## src/design/pci_pkg.sv

```systemverilog
// Shared types and constants for the palette color indexer.
// No dependencies; used by pci_ctrl, pci_datapath and palette_color_indexer.
package pci_pkg;

    localparam int PAL_ENTRIES = 256;
    localparam int COLOR_W     = 24;
    localparam int IDX_W       = $clog2(PAL_ENTRIES);
    localparam int CNT_W       = $clog2(PAL_ENTRIES + 1);
    localparam int ENTRY_W     = 8;

    localparam int S_DATA_W = 32;
    localparam int S_USER_W = 1;
    localparam int M_DATA_W = 48;
    localparam int M_USER_W = 2;

    // action codes carried in s_tuser
    localparam logic ACT_MAP  = 1'b0;
    localparam logic ACT_READ = 1'b1;

    typedef enum logic [2:0] {
        ST_IDLE = 3'b001,
        ST_WAIT = 3'b010,
        ST_SCAN = 3'b100
    } state_t;

    typedef struct packed {
        logic load;     // capture a new item, set the scan pointer
        logic advance;  // read the next entry, advance the pointer
        logic finish;   // form the result, commit an insert
    } cmd_t;

    typedef struct packed {
        logic done;     // current compare settles the item
    } status_t;

endpackage

```

## src/design/pci_ctrl.sv

```systemverilog
// Controller state machine for the palette color indexer.
// Depends on pci_pkg; drives command signals into pci_datapath.
module pci_ctrl (
    input  logic             clk,
    input  logic             rst_n,
    input  logic             s_tvalid,
    output logic             s_tready,
    output logic             m_tvalid,
    input  logic             m_tready,
    input  pci_pkg::status_t status,
    output pci_pkg::cmd_t    cmd
);
    import pci_pkg::*;

    state_t state_reg;
    state_t state_next;
    logic   out_valid_reg;
    logic   out_valid_next;
    logic   out_free;

    assign out_free = !out_valid_reg || m_tready;
    assign s_tready = (state_reg == ST_IDLE);
    assign m_tvalid = out_valid_reg;

    always_comb
    begin
        state_next  = state_reg;
        cmd.load    = 1'b0;
        cmd.advance = 1'b0;
        cmd.finish  = 1'b0;
        case (state_reg)
            ST_IDLE:
            begin
                if (s_tvalid)
                begin
                    cmd.load   = 1'b1;
                    state_next = ST_WAIT;
                end
            end
            ST_WAIT:
            begin
                cmd.advance = 1'b1;
                state_next  = ST_SCAN;
            end
            ST_SCAN:
            begin
                if (!status.done)
                begin
                    cmd.advance = 1'b1;
                end
                else if (out_free)
                begin
                    cmd.finish = 1'b1;
                    state_next = ST_IDLE;
                end
            end
            default:
            begin
                state_next = ST_IDLE;
            end
        endcase
    end

    always_comb
    begin
        out_valid_next = out_valid_reg;
        if (cmd.finish)
        begin
            out_valid_next = 1'b1;
        end
        else if (m_tready)
        begin
            out_valid_next = 1'b0;
        end
    end

    always_ff @(posedge clk or negedge rst_n)
    begin
        if (!rst_n)
        begin
            state_reg     <= ST_IDLE;
            out_valid_reg <= 1'b0;
        end
        else
        begin
            state_reg     <= state_next;
            out_valid_reg <= out_valid_next;
        end
    end

    a_accept_to_wait: assert property (@(posedge clk) disable iff (!rst_n)
        (s_tvalid && s_tready) |=> (state_reg == ST_WAIT))
        else $error("accepted item did not start a fetch");

    a_wait_one_cycle: assert property (@(posedge clk) disable iff (!rst_n)
        (state_reg == ST_WAIT) |=> (state_reg == ST_SCAN))
        else $error("fetch cycle not followed by scan");

    a_finish_free: assert property (@(posedge clk) disable iff (!rst_n)
        cmd.finish |-> (!out_valid_reg || m_tready))
        else $error("result overwrote an untaken result");

    a_valid_from_finish: assert property (@(posedge clk) disable iff (!rst_n)
        $rose(out_valid_reg) |-> $past(cmd.finish))
        else $error("result valid without a finished item");

endmodule

```

## config.mk

```make
export PLATFORM = sky130hd
export DESIGN_NAME = pci_ctrl
export DESIGN_NICKNAME = d
export VERILOG_FILES = /design/src/design/pci_pkg.sv /design/src/design/pci_ctrl.sv
export SDC_FILE = /design/constraint.sdc
export NUM_CORES = 1
export LEC_CHECK = 0
export ABC_AREA = 1
export BUFFER_PORTS_ARGS = -buffer_cell sky130_fd_sc_hd__buf_2
export CAP_MARGIN = 25
export CORE_AREA = 2 2 39 41
export DETAILED_ROUTE_END_ITERATION = 8
export DIE_AREA = 0 0 41 43
export PLACE_DENSITY = 0.33
export SLEW_MARGIN = 5
export SYNTH_ARGS = -nofsm -noshare
export SYNTH_HDL_FRONTEND = slang
export SYNTH_SLANG_ARGS = --single-unit
```

## constraint.sdc

```tcl
create_clock -name clk -period 0.9 [get_ports clk]
set_input_delay 0.135 -clock clk [delete_from_list [all_inputs] [get_ports clk]]
set_output_delay 0.135 -clock clk [all_outputs]
set_load 0.05 [all_outputs]
```

==> flow_summary.json <==
{
  "worst_setup_path_start_kind": "flop",
  "netlist_top_cells_count": "nand2_1, inv_1, dfrtp_1, nor2_1, nand3_1",
  "port_buffers": 9,
  "n_fill_cell": 157,
  "crit_arrival_ns": 1.17,
  "grt_pass1_wl_um": 1120,
  "root_buffer": "clkbuf_4",
  "drt-initial-drc-count": 0,
  "chipWidth_um": 41,
  "finalWirelength_um": 608,
  "critPathTopFamily": "flip-flops",
  "whs_ns": 0.122,
  "yosysMostFrequentCell": "nand2_1",
  "first_pass_iters": 1,
  "ios": 10,
  "clock_skew_ns": 0.0109,
  "setup_ws_ns": -0.405,
  "core_area_mm2": 0.00138,
  "die_height_um": 43,
  "cp-end-kind": "output port",
  "leakagePower_nw": 0.217,
  "r2r_cells": 7,
  "syn-num-nets": 33,
  "overflow": 0,
  "failed_checks": "setup timing",
  "fp.dieArea_mm2": 0.00176,
  "synth_ff_type": "dfrtp_1",
  "worstHoldStart": "m_tready",
  "drive_above_1_share_pct": 71.4,
  "hold_depth": 2,
  "r2r_slack_ns": -0.34,
  "min_period_ns": 1.30,
  "stdcell_count": 65,
  "multi_input_area_um2": 135,
  "critical-path-slowest-cell": "dfstp_2",
  "grt_usage_pct": 10.1,
  "cap_violations": 0,
  "cts_buffers": 3,
  "cts_tree": "done",
  "viasPerCell": 3.75,
  "placed_cell_area_um2": 345,
  "syn2layout_area_growth_pct": 119,
  "placedCellCount": 57,
  "seqCellArea_um2": 103,
  "nNetsFinal": 55,
  "yosys-top-cells-area": "dfrtp_1, dfstp_2, nand2_1",
  "antenna_found_initial": 0,
  "ant_nets": 0,
  "grt_max_degree": 5,
  "largest_reg_flops": 3,
  "synth_warnings": 0,
  "clk_pin_slew_ns": 0.03,
  "n_antenna_cell": 0,
  "ir_drop_v": 0.00149,
  "drcViolationCount": 0,
  "ys_types": 14,
  "yosysSeqAreaShare_pct": 47.4,
  "status": "finished with violations",
  "synth.cell_area_um2": 214,
  "clock.fmax_mhz": 766,
  "clkLatencyLatePin_ns": 0.25,
  "timing.critical_path.to": "cmd[2]",
  "design_area_um2": 468,
  "slew_headroom_pct": 90.0,
  "setup_viol": 9,
  "required_ns": 0.76,
  "timing.rr.end": "state_reg[0]",
  "ys_ff_latch": 4,
  "critical_path_class": "reg -> out",
  "worst_slew_pin_slew_ns": 0.149,
  "synth_top_area_cell": "dfrtp_1",
  "hold_viol_final": 0,
  "rsz0062_at_grt": "yes",
  "grt_pass1_vias": 290,
  "path_cells": "nand3_4 > nor2_4 > buf_8",
  "cp_max_fo": 3,
  "rows": 14,
  "syn_inst": 28,
  "wl_per_cell_um": 9.35,
  "via_count": 244,
  "holdCritPathClass": "in -> reg",
  "initial_core_util_pct": 15.5,
  "syn_area_per_cell_um2": 7.64,
  "synth_top_area_share_pct": 35.1,
  "cts_sinks": 4,
  "htreeDepth": 1,
  "power_density_mw_per_mm2": 3690,
  "dpl_worst_slack_ns": -0.276,
  "clockBufferDepth": 2,
  "crit_path_max_incr_delay_ns": 0.57,
  "r2r-start": "state_reg[0]",
  "synthArstFlopShare_pct": 100,
  "cp.depth": 3,
  "globalplace.congestion": 0.672,
  "final_max_slew_viol_count": 0,
  "startpoint": "state_reg[0]",
  "total_power_mw": 1.73,
  "synth_edf_count": 0,
  "timing.final.crit_share_pct": 145,
  "crit_buf_inv": 1
}
-- cell usage in the layout, fill, tap and decap left out --
| cell type | n |
|---|---|
| buf_2 | 4 |
| buf_4 | 8 |
| buf_6 | 3 |
| buf_8 | 2 |
| clkbuf_1 | 1 |
| clkbuf_4 | 3 |
| clkinv_1 | 1 |
| clkinvlp_4 | 1 |
| dfrtp_1 | 2 |
| dfrtp_2 | 1 |
| dfstp_2 | 1 |
| dlygate4sd3_1 | 1 |
| inv_1 | 1 |
| inv_2 | 4 |
| nand2_1 | 6 |
| nand3_4 | 3 |
| nor2_2 | 2 |
| nor2_4 | 1 |
| nor3_1 | 1 |
| o21ai_2 | 1 |
| o21ai_4 | 1 |
| o22ai_1 | 1 |
-- kinds of logic (layout without fill, tap and decap cells) --
family,after synthesis,in the layout,synth area share (%)
simple gates,13,13,27.5
buf+inv,8,29,15.8
flops,4,4,47.4
compound gates,3,3,9.36
-- how the worst min path moves through the flow --
stage,endpoint,slack (ns)
3_5_place_dp,state_reg[1],-0.05
3_3_place_gp,state_reg[2],-0.06
5_1_grt,m_tvalid,0.13
4_1_cts,m_tvalid,0.12
6_report,m_tvalid,0.12
2_1_floorplan,m_tvalid,-0.16
-- per-layer routing --
| metal | track usage, % | up-vias | wire length (um) |
|---|---|---|---|
| met1 | 10.8 | 111 | 216 |
| met5 | 0 | - | 0 |
| met3 | 4.71 | 2 | 24 |
| li1 | - | 126 | - |
| met4 | 6.00 | 0 | 14 |
| met2 | 15.3 | 5 | 352 |
-- where the power goes --
group / switching [mW] / total [mW] / internal [mW]
Sequential: 0.0661 / 0.327 / 0.261
Clock: 0.0904 / 0.258 / 0.167
Combinational: 0.647 / 1.14 / 0.496
-- metrics by stage --
stage / setup TNS (ns) / util [%]
2_1_floorplan: -0.753 / -
3_3_place_gp: -1.52 / 25.0
3_5_place_dp: -1.63 / 25.0
4_1_cts: -2.49 / 33.6
5_1_grt: -2.93 / 33.8
6_report: -2.44 / 33.8
-- timing repair --
action                                  4_1_cts  5_1_grt
buffers inserted                              3        0
hold buffers                                  1        0
endpoints found under the setup margin        9        9
pin swaps                                     2        0
gates resized for setup                      18        1
endpoints found under the hold margin         4        0
-- layout make-up --
| type | instances | share of cell area [%] |
|---|---|---|
| Clock buffer | 4 | 5.61 |
| Multi-Input combinational cell | 16 | 28.9 |
| Inverter | 7 | 6.42 |
| Tap cell | 16 | 4.28 |
| Sequential cell | 4 | 21.9 |
| Timing Repair Buffer | 18 | 32.9 |
No activity file was read; power rests on OpenSTA's default activity.
